===== config.mk =====
export PLATFORM = sky130hd
export DESIGN_NAME = gost_prime_search_flat
export DESIGN_NICKNAME = d
export VERILOG_FILES = /design/src/hw/rtl/gps_pkg.sv /design/src/hw/rtl/gps_if.sv /design/src/hw/rtl/gps_modmul.sv /design/src/hw/rtl/gps_divider.sv /design/src/hw/rtl/gost_prime_search.sv /design/src/flat_wrapper.sv
export SDC_FILE = /design/constraint.sdc
export NUM_CORES = 2
export LEC_CHECK = 0
export BUFFER_PORTS_ARGS = -buffer_cell sky130_fd_sc_hd__buf_2
export CORE_MARGIN = 4
export CORE_UTILIZATION = 60
export DETAILED_ROUTE_END_ITERATION = 10
export HOLD_SLACK_MARGIN = 0.03
export MAX_ROUTING_LAYER = met4
export PLACE_DENSITY = 0.76
export SLEW_MARGIN = 20
export SYNTH_ARGS = -nofsm -noshare
export SYNTH_HDL_FRONTEND = slang
export SYNTH_SLANG_ARGS = --single-unit

===== constraint.sdc =====
create_clock -name clk -period 29.9 [get_ports clk]
set_clock_uncertainty 0.2 [all_clocks]
set_input_delay 1.495 -clock clk [delete_from_list [all_inputs] [get_ports clk]]
set_output_delay 1.495 -clock clk [all_outputs]
set_load 0.005 [all_outputs]

===== src/hw/rtl/gps_pkg.sv =====
// ----------------------------------------------------------------------------
// gps_pkg: shared types and constants of the prime search block
// Widths, status codes and the request and response structs between the
// top level and the modular multiplier.
// ----------------------------------------------------------------------------
package gps_pkg;
	localparam int MaxBits     = 31;
	localparam int SearchLimit = 1000;
	localparam int PW          = 31;   // width of p and of residues
	localparam int QW          = 16;
	localparam int TW          = 5;
	localparam int UW          = $clog2(SearchLimit + 2);

	localparam logic [1:0] ST_FOUND     = 2'd0;
	localparam logic [1:0] ST_RANGE     = 2'd1;
	localparam logic [1:0] ST_EXHAUSTED = 2'd2;

	typedef struct packed {
		logic          start;
		logic [PW-1:0] a;
		logic [PW-1:0] b;
		logic [PW-1:0] m;
	} mm_req_t;

	typedef struct packed {
		logic          done;
		logic [PW-1:0] r;
	} mm_rsp_t;
endpackage


===== src/hw/rtl/gps_if.sv =====
// ----------------------------------------------------------------------------
// gps_in_if / gps_out_if: valid/ready channels of the prime search block
// Request and result channels with source and sink modports.
// ----------------------------------------------------------------------------
interface gps_in_if;
	logic                    valid;
	logic                    ready;
	logic [gps_pkg::TW-1:0]  bit_length;
	logic [gps_pkg::QW-1:0]  factor_q;
	modport source (output valid, bit_length, factor_q, input ready);
	modport sink   (input valid, bit_length, factor_q, output ready);
endinterface

interface gps_out_if;
	logic                    valid;
	logic                    ready;
	logic [gps_pkg::PW-1:0]  prime_p;
	logic [1:0]              status;
	modport source (output valid, prime_p, status, input ready);
	modport sink   (input valid, prime_p, status, output ready);
endinterface


===== src/hw/rtl/gps_modmul.sv =====
// ----------------------------------------------------------------------------
// gps_modmul: bit-serial modular multiplier
// Computes a*b mod m, MSB first over b, one bit a cycle, using
// one shared add-and-reduce datapath. Inputs must satisfy a, b < m.
// ----------------------------------------------------------------------------
module gps_modmul (
	input  logic              clk,
	input  logic              arst_n,
	input  gps_pkg::mm_req_t  req,
	output gps_pkg::mm_rsp_t  rsp
);
	localparam int CW = $clog2(gps_pkg::PW + 1);

	logic [gps_pkg::PW-1:0] a_q, b_q, m_q, r_q;
	logic [CW-1:0]          cnt_q;
	logic                   busy_q, done_q;
	logic [gps_pkg::PW+1:0] dbl, dbl_red, add, add_red;

	always_comb begin
		dbl     = {2'b0, r_q} << 1;
		dbl_red = (dbl >= {2'b0, m_q}) ? dbl - {2'b0, m_q} : dbl;
		add     = dbl_red + (b_q[gps_pkg::PW-1] ? {2'b0, a_q} : '0);
		add_red = (add >= {2'b0, m_q}) ? add - {2'b0, m_q} : add;
	end

	always_ff @(posedge clk or negedge arst_n) begin
		if (!arst_n) begin
			busy_q <= 1'b0;
			done_q <= 1'b0;
			cnt_q  <= '0;
		end else begin
			done_q <= 1'b0;
			if (req.start) begin
				busy_q <= 1'b1;
				cnt_q  <= CW'(gps_pkg::PW);
			end else if (busy_q) begin
				cnt_q <= cnt_q - 1'b1;
				if (cnt_q == CW'(1)) begin
					busy_q <= 1'b0;
					done_q <= 1'b1;
				end
			end
		end
	end

	always_ff @(posedge clk) begin
		if (req.start) begin
			a_q <= req.a;
			b_q <= req.b;
			m_q <= req.m;
			r_q <= '0;
		end else if (busy_q) begin
			r_q <= add_red[gps_pkg::PW-1:0];
			b_q <= b_q << 1;
		end
	end

	assign rsp.done = done_q;
	assign rsp.r    = r_q;

	a_busy_done: assert property (@(posedge clk) disable iff (!arst_n)
		done_q |-> !busy_q) else $error("modmul done while busy");
	a_done_pulse: assert property (@(posedge clk) disable iff (!arst_n)
		done_q |=> !done_q) else $error("modmul done held");
	a_res_lt_m: assert property (@(posedge clk) disable iff (!arst_n)
		done_q |-> (r_q < m_q)) else $error("modmul result not reduced");
endmodule


===== src/hw/rtl/gps_divider.sv =====
// ----------------------------------------------------------------------------
// gps_divider: restoring divider, one quotient bit a cycle
// Computes n div d for a 31-bit n and a 31-bit d.
// ----------------------------------------------------------------------------
module gps_divider (
	input  logic                    clk,
	input  logic                    arst_n,
	input  logic                    start,
	input  logic [gps_pkg::PW-1:0]  numer,
	input  logic [gps_pkg::PW-1:0]  denom,
	output logic                    done,
	output logic [gps_pkg::PW-1:0]  quot
);
	localparam int CW = $clog2(gps_pkg::PW + 1);

	logic [gps_pkg::PW-1:0] n_q, d_q, q_q;
	logic [gps_pkg::PW-1:0] rem_q;
	logic [gps_pkg::PW:0]   trial;
	logic [CW-1:0]          cnt_q;
	logic                   busy_q, done_q;

	assign trial = {rem_q, n_q[gps_pkg::PW-1]};

	always_ff @(posedge clk or negedge arst_n) begin
		if (!arst_n) begin
			busy_q <= 1'b0;
			done_q <= 1'b0;
			cnt_q  <= '0;
		end else begin
			done_q <= 1'b0;
			if (start) begin
				busy_q <= 1'b1;
				cnt_q  <= CW'(gps_pkg::PW);
			end else if (busy_q) begin
				cnt_q <= cnt_q - 1'b1;
				if (cnt_q == CW'(1)) begin
					busy_q <= 1'b0;
					done_q <= 1'b1;
				end
			end
		end
	end

	always_ff @(posedge clk) begin
		if (start) begin
			n_q   <= numer;
			d_q   <= denom;
			rem_q <= '0;
			q_q   <= '0;
		end else if (busy_q) begin
			n_q <= n_q << 1;
			if (trial >= {1'b0, d_q}) begin
				rem_q <= gps_pkg::PW'(trial - {1'b0, d_q});
				q_q   <= {q_q[gps_pkg::PW-2:0], 1'b1};
			end else begin
				rem_q <= trial[gps_pkg::PW-1:0];
				q_q   <= {q_q[gps_pkg::PW-2:0], 1'b0};
			end
		end
	end

	assign done = done_q;
	assign quot = q_q;
endmodule


===== src/hw/rtl/gost_prime_search.sv =====
// ----------------------------------------------------------------------------
// gost_prime_search: search for a prime p with a given prime factor q of p-1
// Operation: set-up and division, then per candidate two powers of up to 31
//   exponent bits, each bit a squaring (after a multiply when the bit is set)
//   on the bit-serial multiplier; up to 500 candidates. Zero q: no search.
// Throughput: one request at a time; ready only while idle.
// Reset: arst_n clears the sequencer and the result valid flag.
// ----------------------------------------------------------------------------
module gost_prime_search (
	input  logic        clk,
	input  logic        arst_n,
	gps_in_if.sink      in_ch,
	gps_out_if.source   out_ch
);
	localparam int PW = gps_pkg::PW;

	// sequencer states
	localparam logic [3:0] S_IDLE  = 4'd0;
	localparam logic [3:0] S_DIV   = 4'd1;
	localparam logic [3:0] S_DIVW  = 4'd2;
	localparam logic [3:0] S_CAND  = 4'd3;
	localparam logic [3:0] S_EXPQ  = 4'd4;
	localparam logic [3:0] S_EXPQW = 4'd5;
	localparam logic [3:0] S_PSTEP = 4'd6;
	localparam logic [3:0] S_MUL   = 4'd7;
	localparam logic [3:0] S_SQR   = 4'd8;
	localparam logic [3:0] S_PEND  = 4'd9;
	localparam logic [3:0] S_OUT   = 4'd10;

	logic [3:0]              state_q;
	logic [gps_pkg::TW-1:0]  t_q;
	logic [gps_pkg::QW-1:0]  q_q;
	logic [PW:0]             n_q;       // N (even), up to 2^30
	logic [gps_pkg::UW-1:0]  u_q;
	logic [PW-1:0]           p_q, acc_q, base_q, exp_q, e2_q;
	logic                    pass2_q;   // 0: Fermat power, 1: (p-1)/q power
	logic [PW-1:0]           res_p_q;
	logic [1:0]              res_st_q;
	logic                    out_valid_q;

	gps_pkg::mm_req_t        mm_req;
	gps_pkg::mm_rsp_t        mm_rsp;
	logic                    div_start, div_done;
	logic [PW-1:0]           div_n, div_d, div_quot;

	gps_modmul u_mm (.clk(clk), .arst_n(arst_n), .req(mm_req), .rsp(mm_rsp));
	gps_divider u_div (.clk(clk), .arst_n(arst_n), .start(div_start),
		.numer(div_n), .denom(div_d), .done(div_done), .quot(div_quot));

	// candidate arithmetic: (N+u)*q+1 and the range limit 2^t
	logic [gps_pkg::TW-1:0]  t_sat;
	logic [PW+1:0]           nu;
	logic [PW+gps_pkg::QW+1:0] cand;
	logic [PW+gps_pkg::QW+1:0] limit;
	logic [PW-1:0]           numer;

	always_comb begin
		t_sat = (in_ch.bit_length > gps_pkg::TW'(gps_pkg::MaxBits))
			? gps_pkg::TW'(gps_pkg::MaxBits) : in_ch.bit_length;
		numer = (t_q == '0) ? '0 : (PW'(1) << (t_q - 1'b1)) - PW'(1);
		nu    = {1'b0, n_q} + (PW+2)'(u_q);
		cand  = (PW+gps_pkg::QW+2)'(nu) * (PW+gps_pkg::QW+2)'(q_q)
			+ (PW+gps_pkg::QW+2)'(1);
		limit = (PW+gps_pkg::QW+2)'(1) << t_q;
	end

	assign div_n     = numer;
	assign div_d     = PW'(q_q);
	assign div_start = (state_q == S_DIV);

	assign in_ch.ready    = (state_q == S_IDLE) && !out_valid_q;
	assign out_ch.valid   = out_valid_q;
	assign out_ch.prime_p = res_p_q;
	assign out_ch.status  = res_st_q;

	// exponent (p-1)/q is obtained for free: it is N+u
	logic done_exp;
	assign done_exp = (exp_q == '0);

	always_comb begin
		mm_req       = '0;
		mm_req.m     = p_q;
		if (state_q == S_PSTEP && !done_exp) begin
			mm_req.start = 1'b1;
			mm_req.a     = exp_q[0] ? acc_q : base_q;
			mm_req.b     = base_q;
		end else if (state_q == S_MUL && mm_rsp.done) begin
			mm_req.start = 1'b1;
			mm_req.a     = base_q;
			mm_req.b     = base_q;
		end
	end

	always_ff @(posedge clk or negedge arst_n) begin
		if (!arst_n) begin
			state_q     <= S_IDLE;
			out_valid_q <= 1'b0;
		end else begin
			if (out_ch.valid && out_ch.ready) begin
				out_valid_q <= 1'b0;
			end
			case (state_q)
				S_IDLE: begin
					if (in_ch.valid && in_ch.ready) begin
						if (in_ch.factor_q == '0) begin
							state_q <= S_OUT;
						end else begin
							state_q <= S_DIV;
						end
					end
				end
				S_DIV:   state_q <= S_DIVW;
				S_DIVW:  if (div_done) state_q <= S_CAND;
				S_CAND: begin
					if (u_q >= gps_pkg::UW'(gps_pkg::SearchLimit)) begin
						state_q <= S_OUT;
					end else if (cand >= limit) begin
						state_q <= S_OUT;
					end else if (cand < (PW+gps_pkg::QW+2)'(2)) begin
						state_q <= S_CAND;
					end else begin
						state_q <= S_PSTEP;
					end
				end
				S_PSTEP: begin
					if (done_exp) state_q <= S_PEND;
					else if (exp_q[0]) state_q <= S_MUL;
					else state_q <= S_SQR;
				end
				S_MUL:   if (mm_rsp.done) state_q <= S_SQR;
				S_SQR:   if (mm_rsp.done) state_q <= S_PSTEP;
				S_PEND: begin
					if (!pass2_q) begin
						state_q <= (acc_q == PW'(1)) ? S_PSTEP : S_CAND;
					end else begin
						state_q <= (acc_q != PW'(1)) ? S_OUT : S_CAND;
					end
				end
				S_OUT: begin
					out_valid_q <= 1'b1;
					state_q     <= S_IDLE;
				end
				default: state_q <= S_IDLE;
			endcase
		end
	end

	// datapath registers
	always_ff @(posedge clk) begin
		case (state_q)
			S_IDLE: begin
				// load only on a taken request; hold the waiting result otherwise
				if (in_ch.valid && in_ch.ready) begin
					t_q      <= t_sat;
					q_q      <= in_ch.factor_q;
					u_q      <= '0;
					res_p_q  <= '0;
					res_st_q <= gps_pkg::ST_EXHAUSTED;
				end
			end
			S_DIVW: begin
				if (div_done) begin
					n_q <= {1'b0, div_quot} + (PW+1)'(div_quot[0]);
				end
			end
			S_CAND: begin
				if (u_q >= gps_pkg::UW'(gps_pkg::SearchLimit)) begin
					res_st_q <= gps_pkg::ST_EXHAUSTED;
				end else if (cand >= limit) begin
					res_st_q <= gps_pkg::ST_RANGE;
				end else begin
					p_q     <= cand[PW-1:0];
					exp_q   <= cand[PW-1:0] - PW'(1);
					e2_q    <= nu[PW-1:0];
					acc_q   <= PW'(1);
					// 2 mod p: zero only for p = 2
					base_q  <= (cand[PW-1:0] == PW'(2)) ? '0 : PW'(2);
					pass2_q <= 1'b0;
					u_q     <= u_q + gps_pkg::UW'(2);
				end
			end
			S_PSTEP: ;
			S_MUL: if (mm_rsp.done) acc_q <= mm_rsp.r;
			S_SQR: begin
				if (mm_rsp.done) begin
					base_q <= mm_rsp.r;
					exp_q  <= exp_q >> 1;
				end
			end
			S_PEND: begin
				if (!pass2_q) begin
					exp_q   <= e2_q;
					acc_q   <= PW'(1);
					base_q  <= PW'(2);
					pass2_q <= 1'b1;
				end else if (acc_q != PW'(1)) begin
					res_p_q  <= p_q;
					res_st_q <= gps_pkg::ST_FOUND;
				end
			end
			default: ;
		endcase
	end

	a_out_hold: assert property (@(posedge clk) disable iff (!arst_n)
		out_valid_q |-> !in_ch.ready) else $error("request taken while result waits");
	a_found_nz: assert property (@(posedge clk) disable iff (!arst_n)
		(out_valid_q && res_st_q == gps_pkg::ST_FOUND) |-> (res_p_q != '0))
		else $error("found status with zero prime");
	a_miss_zero: assert property (@(posedge clk) disable iff (!arst_n)
		(out_valid_q && res_st_q != gps_pkg::ST_FOUND) |-> (res_p_q == '0))
		else $error("prime reported with failure status");
endmodule

===== src/flat_wrapper.sv =====
// flat-port wrapper written by rule: the top's interface ports become plain ports
module gost_prime_search_flat 
  (clk, arst_n, in_ch_valid, in_ch_bit_length, in_ch_factor_q, in_ch_ready, out_ch_valid, out_ch_prime_p, out_ch_status, out_ch_ready);
  gps_in_if in_ch_i ();
  gps_out_if out_ch_i ();
  input  logic clk;
  input  logic arst_n;
  input wire logic [$bits(in_ch_i.valid)-1:0] in_ch_valid;
  input wire logic [$bits(in_ch_i.bit_length)-1:0] in_ch_bit_length;
  input wire logic [$bits(in_ch_i.factor_q)-1:0] in_ch_factor_q;
  output wire logic [$bits(in_ch_i.ready)-1:0] in_ch_ready;
  output wire logic [$bits(out_ch_i.valid)-1:0] out_ch_valid;
  output wire logic [$bits(out_ch_i.prime_p)-1:0] out_ch_prime_p;
  output wire logic [$bits(out_ch_i.status)-1:0] out_ch_status;
  input wire logic [$bits(out_ch_i.ready)-1:0] out_ch_ready;
  assign in_ch_i.valid = in_ch_valid;
  assign in_ch_i.bit_length = in_ch_bit_length;
  assign in_ch_i.factor_q = in_ch_factor_q;
  assign in_ch_ready = in_ch_i.ready;
  assign out_ch_valid = out_ch_i.valid;
  assign out_ch_prime_p = out_ch_i.prime_p;
  assign out_ch_status = out_ch_i.status;
  assign out_ch_i.ready = out_ch_ready;
  gost_prime_search u_core (.clk(clk), .arst_n(arst_n), .in_ch(in_ch_i), .out_ch(out_ch_i));
endmodule

; ---- After elaboration in Yosys (flattened, before gate mapping)
; Index checks and enable logic that the tools add are counted.
; W data, S select, Z words.
[op_classes]
reduce_logical = 30
mux = 77
shifts = 2
multipliers = 1
eq_ne = 23
bitwise_logic = 2
n_lt_le_gt_ge = 7
n_addsub = 13
[op_table]
columns = op, n
row1 = $mux W31, 23
row2 = $pmux W31 S3, 3
row3 = $mux W63, 2
row4 = $pmux W31 S2, 1
row5 = $sub A31 B1 Y31 const B, 2
row6 = $add A49 B1 Y49 const B, 1
row7 = $ge A49 B49 Y1, 1
row8 = $lt A49 B2 Y1 const B, 1
row9 = $mul A33 B16 Y49, 1
row10 = $shl A1 B5 Y49 const A, 1
row11 = $mux W4, 11
row12 = $add A32 B10 Y33, 1
row13 = $add A33 B31 Y33, 1
row14 = $ge A33 B31 Y1, 1
row15 = $mux W33, 1
row16 = $sub A32 B31 Y33, 1
row17 = $add A31 B1 Y32, 1
row18 = $ge A32 B16 Y1, 1
row19 = $ge A32 B31 Y1, 1
row20 = $pmux W4 S8, 1
row21 = $eq A31 B1 Y1 const B, 1
row22 = $eq A31 B2 Y1 const B, 1
row23 = $logic_not A31 Y1, 1
row24 = $ne A31 B1 Y1 const B, 1
row25 = 35 further kinds, 95
[totals]
in_bits = 25
register_bits = 504

; ---- Logic depth before layout (Yosys ltp)
[depth]
ltp_word = 8
mapped_depth = 48
depth_no_buf = 47

; ---- By module
; Synthesis repeated with hierarchy kept, for this count alone.
[hier_totals]
hier_cells = 4974
hier_area_um2 = 47155.2
[by_module_without_submodules]
columns = mod, cells_per_inst, area_each_um2, seq_area_each_um2, n_inst
row1 = gost_prime_search, 3109, 29643.4, 7572.3, 1
row2 = gps_modmul, 1174, 10435.0, 3588.4, 1
row3 = gps_divider, 691, 7076.8, 3278.1, 1

; ---- Worst setup path before layout
; No wires, ideal clock.
[synth_timing]
path_type = flip-flop to flip-flop
start = register u_core.u_q[1] (netlist bit)
end = register u_core.base_q[0] (enable)
setup_ns = 0.503
slack_ns = 16.044
path_stages_with_launch = 45
arrival_ns = 13.154
path_buffers = 2
path_cell_list = edfxtp_1 ha_1 inv_1 fa_1 nor2b_1 o21ai_1 a21boi_0 o21ai_0 a21boi_1 o21ai_0 a21boi_1 or2_2 nand2_1 xnor2_1 clkbuf_1 nand2_1 fa_1 inv_1 (+9 left out) and4_1 and2_1 a22oi_1 a31oi_1 nor2b_1 o21ai_0 xor2_1 ha_1 a2111o_1 a211oi_1 nand3_1 or4_1 or3_1 a211oi_1 nand3_1 nor4_4 nand3_1 a21oi_1
[synth_between]
elab_chain_cells = 6
[synth_rtl]
columns = element, line
row1 = start: declaration, gost_prime_search.sv:34  ; logic [gps_pkg::UW-1:0] u_q;
row2 = start signal: assignment, gost_prime_search.sv:179  ; u_q <= u_q + gps_pkg::UW'(2);
row3 = $add A32 B10 Y33, gost_prime_search.sv:61  ; nu = {1'b0, n_q} + (PW+2)'(u_q);
row4 = net u_core.nu[11], gost_prime_search.sv:52  ; logic [PW+1:0] nu;
row5 = $mul A33 B16 Y49, gost_prime_search.sv:62  ; cand = (PW+gps_pkg::QW+2)'(nu) * (PW+gps_pkg::QW+2)'(q_q)
row6 = $add A49 B1 Y49, gost_prime_search.sv:63  ; + (PW+gps_pkg::QW+2)'(1);
row7 = $ge A49 B49 Y1, gost_prime_search.sv:169  ; end else if (cand >= limit) begin
row8 = $ne A2 B2 Y1 (no source line), n/a
row9 = $reduce_and A5 Y1 (no source line), n/a
row10 = end signal: assignment, gost_prime_search.sv:177  ; base_q <= (cand[PW-1:0] == PW'(2)) ? '0 : PW'(2);
row11 = end signal: assignment, gost_prime_search.sv:186  ; base_q <= mm_rsp.r;
row12 = end: declaration, gost_prime_search.sv:35  ; logic [PW-1:0] p_q, acc_q, base_q, exp_q, e2_q;
; The timed path passes the listed nets, and every way through them passes these cells.
; A chain may end at the register's enable or synchronous reset.

; ---- Worst setup path after layout
[layout_timing]
start = register u_core.u_q[1] (netlist bit)
end = register u_core.exp_q[30] (enable)
[layout_between]
elab_chain_cells = 6
[layout_rtl]
columns = element, line
row1 = $add A32 B10 Y33, gost_prime_search.sv:61
row2 = $mul A33 B16 Y49, gost_prime_search.sv:62
row3 = $add A49 B1 Y49, gost_prime_search.sv:63
row4 = net u_core.cand (one bit), gost_prime_search.sv:53  ; logic [PW+gps_pkg::QW+1:0] cand;
row5 = $ge A49 B49 Y1, gost_prime_search.sv:169
row6 = $ne A2 B2 Y1 (no source line), n/a
row7 = $reduce_and A5 Y1 (no source line), n/a
row8 = end signal: assignment, gost_prime_search.sv:173  ; exp_q <= cand[PW-1:0] - PW'(1);
row9 = end signal: assignment, gost_prime_search.sv:187  ; exp_q <= exp_q >> 1;
row10 = end signal: assignment, gost_prime_search.sv:192  ; exp_q <= e2_q;
row11 = end: declaration, gost_prime_search.sv:35
; The timed path passes the listed nets, and every way through them passes these cells.

==> run metrics <==
clock sink total=499; fraction of layout instances using a drive strength above 1=6.13%; number of vias after detailed routing=about 34000; io pins=60; TritonRoute pass-1 iters=7; max cap viols=0; R2R Path Start=u_core.u_q[1]$_SDFFCE_PN0P_; Vias/cell=6.05; Slowest Stage Delay on Critical Path=0.69 ns; floorplan die area=0.0776 mm^2; Max transition margin=27.6%; area of the core region=roughly 0.07 mm^2; die width=around 280 um; number of instances in the synthesized netlist=approximately 4600; Post-DRT Antenna Nets=0; unrepaired setup endpoints after global routing=no; final cell area excluding filler cells=0.0471 mm^2; type of origin of the critical path=register; average wire length per cell after detail routing=between 20 and 25 um; number of endpoints failing setup at the final stage=0; most common cell in the netlist=nand2_1; CTS Buffer Depth=3; highest-delay cell along the critical path=a21oi_4; Max Clock Freq=0.0758 GHz; synthesized area divided by synthesized cell count=9.56 um^2; total of buffers placed on input and output ports=59; Synth Cell Area=0.0439 mm^2; FF-to-FF End=u_core.exp_q[30]$_DFFE_PP_; clock latency of the later-clocked register in the worst-skew pair=0.65 ns; instance count along the most critical hold path=2; worst hold margin=0.297 ns; delay-heaviest family, CP=adder cells; launch point of the critical path=u_core.u_q[1]$_SDFFCE_PN0P_; buffers inserted by post-CTS timing repair=0; global-route wire length before repair=182000 um; crit path kind=register to register; flip-flop and latch count after synthesis=about 500; total number of placement rows=98; async set-or-reset flop fraction in the synthesized netlist=3.81%; number of hold violations in the final report=0; leading register cell type out of synthesis=edfxtp_1; Buf+Inv Stages, Crit Path=8; number of pins exceeding their max-slew limit in the final report=0; smallest setup slack after layout=16.71 ns; maximum number of pins on one net before global-route repair=76; number of antenna violations at the first check in global routing=2; clk slew on worst S/H paths=roughly 0.070 ns; starting DRC count in detailed routing=3065; via count of the first global-routing pass=~34000; unique cell type count in the Yosys netlist=88; CTS tree=yes; effective utilization at floorplan=between 60% and 70%; number of buffers created by CTS=55; nets@finish=5296; measured slew at the worst slew-check pin=1.08 ns; setup_tns=0 ns; portion of the post-synthesis area used by sequential elements=31.8%; type of the most critical hold path=register to register; final wirelength=~110000 um; number of enable-type register cells in the synthesized netlist=around 390; kind of capture point of the worst setup path=register; cell taking the most area after synthesis=edfxtp_1; status=finished, final reports clean; Post-Place Cell Area=0.0452 mm^2; largest fanout of any net on the critical path=39; residual overflow from global routing=0; number of cells traversed by the worst register-to-register path=48; share of the clock period used by the worst path=44.1%; final critical path time including I/O delays and setup=13.19 ns; net count of the mapped netlist=5319; Overall Global Routing Usage=30.1%; Chip Height=279 um; leading post-synthesis cells by cell area=edfxtp_1 26%, fa_1 19%, ha_1 7.9%, nand2_1 5.6%, inv_1 5.1%; detailed placement HPWL=84200 um; area added between synthesis and finish=7.23%; pre-CTS setup slack=16.72 ns; area share of the largest cell type after synthesis=between 20% and 30%; r2r setup slk=16.71 ns; startpoint of the lowest-slack hold path=u_core.e2_q[4]$_DFFE_PP_; gpl congestion=between 1 and 1.5; post-cts gate resize count=0; CP most frequent cell=fa_1; number of design rule violations left after detail routing=0; cts hold-fix bufs=0; WP data required=around 30 ns; most numerous cell types in the synthesized netlist=659 x nand2_1, 591 x inv_1, 423 x fa_1; root buf cell=clkbuf_16; data arrival time of the critical path=around 13 ns; number of warnings printed during yosys synthesis=0; end of the worst hold path=u_core.exp_q[4]$_DFFE_PP_; CTS HTree Levels=2
==> layer usage <==
layer	vias up	share of wire [%]	track usage, %
met5	-	0	-
met4	0	4.3	12.0
met3	338	7.9	4.55
met2	1468	48	48.8
met1	16546	40	38.4
li1	15343	-	-
==> tightest hold or removal path: cells and delay by family, from the launching register on <==
| kind | cells | cell delay, ns |
|---|---|---|
| and+or+nand+nor | 2 | 0.13 |
| DFF | 1 | 0.32 |
==> worst max-delay path by stage <==
stage          cells past startpoint  slack [ns]                               to
3_5_place_dp                      48       16.72  u_core.base_q[10]$_SDFFCE_PP0P_
6_report                          48       16.71       u_core.exp_q[30]$_DFFE_PP_
2_1_floorplan                     44       16.04   u_core.base_q[0]$_SDFFCE_PP0P_
4_1_cts                           48       16.66       u_core.exp_q[30]$_DFFE_PP_
3_3_place_gp                      48       16.92  u_core.base_q[10]$_SDFFCE_PP0P_
5_1_grt                           48       15.65       u_core.exp_q[30]$_DFFE_PP_
==> metrics by stage <==
stage | cells | utilization (%)
after CTS | 5568 | 65.4
after detailed placement | 5464 | 62.8
after floorplan | 4594 | -
after global routing | 5570 | 65.4
final | 5570 | 65.4
after global placement | 5463 | 62.8
==> cells by family (layout without fill, tap and decap cells) <==
logic type | Yosys count | in the layout | share of synthesized area [%]
flip-flops | 499 | 499 | 31.8
XOR/XNOR | 215 | 215 | 4.29
adder cells (fa/ha/maj) | 700 | 700 | 27.2
multiplexers | 68 | 68 | 1.56
other | 0 | 2 | 0
AND/OR/NAND/NOR | 1529 | 1529 | 16.8
buffers and inverters | 811 | 835 | 7.02
AO/OA/AOI/OAI | 772 | 772 | 11.4
==> registers in the layout, summed over array words and instances (netlist names), 2 cells and up <==
name                   cells
u_core.q_q                16
u_core.u_div.quot         31
u_core.n_q                31
u_core.e2_q               30
u_core.state_q             4
u_core.u_div.rem_q        31
u_core.u_mm.cnt_q          5
u_core.acc_q              31
u_core.u_mm.r_q           31
u_core.p_q                30
u_core.u_div.cnt_q         5
u_core.base_q             31
u_core.u_mm.m_q           30
u_core.u_div.n_q          31
u_core.exp_q              31
u_core.out_ch.prime_p     31
u_core.t_q                 5
u_core.u_mm.a_q           31
u_core.u_q                 9
u_core.out_ch.status       2
u_core.u_div.d_q          16
u_core.u_mm.b_q           31
==> cell usage in the layout, fill, tap and decap left out, types with 10 or more instances in the layout <==
master | netlist | routed
a31oi_1 | 23 | 22
xnor2_1 | 136 | 135
fa_1 | 423 | 423
nor2_1 | 197 | 194
or2_2 | 10 | 10
nor2b_1 | 35 | 34
o21bai_1 | 20 | 20
o211ai_1 | 16 | 16
a21oi_1 | 208 | 207
dfrtp_1 | 19 | 17
and2_1 | 294 | 293
buf_2 | 3 | 60
clkbuf_16 | 0 | 56
clkinv_2 | 0 | 10
ha_1 | 277 | 277
inv_1 | 591 | 589
edfxtp_1 | 387 | 387
o21ai_1 | 21 | 21
nor4_1 | 32 | 32
a21o_1 | 63 | 63
nand2_1 | 659 | 659
nand4_1 | 38 | 38
mux2i_1 | 66 | 66
or3_1 | 21 | 21
nand3_1 | 71 | 71
and3_1 | 64 | 64
buf_4 | 0 | 76
nor3_1 | 46 | 45
nand2b_1 | 28 | 28
o21ai_0 | 181 | 179
a211oi_1 | 32 | 32
dfxtp_1 | 93 | 93
xor2_1 | 79 | 79
a22oi_1 | 24 | 24
a22o_1 | 39 | 39
o21a_1 | 24 | 24
==> area by class of cell <==
cell class,count,area (um^2)
diodes,2,5.00
inverters,595,2230
clock inverters,41,420
flip-flops and latches,499,14000
multi-input cells,3284,27000
fillers,5715,24900
well taps,950,1190
clock buffers,63,1460
repair buffers,136,871
Power is left out: the tool's default activity adds up to more than one toggle a clock period on the data nets, which glitch-free logic cannot reach.
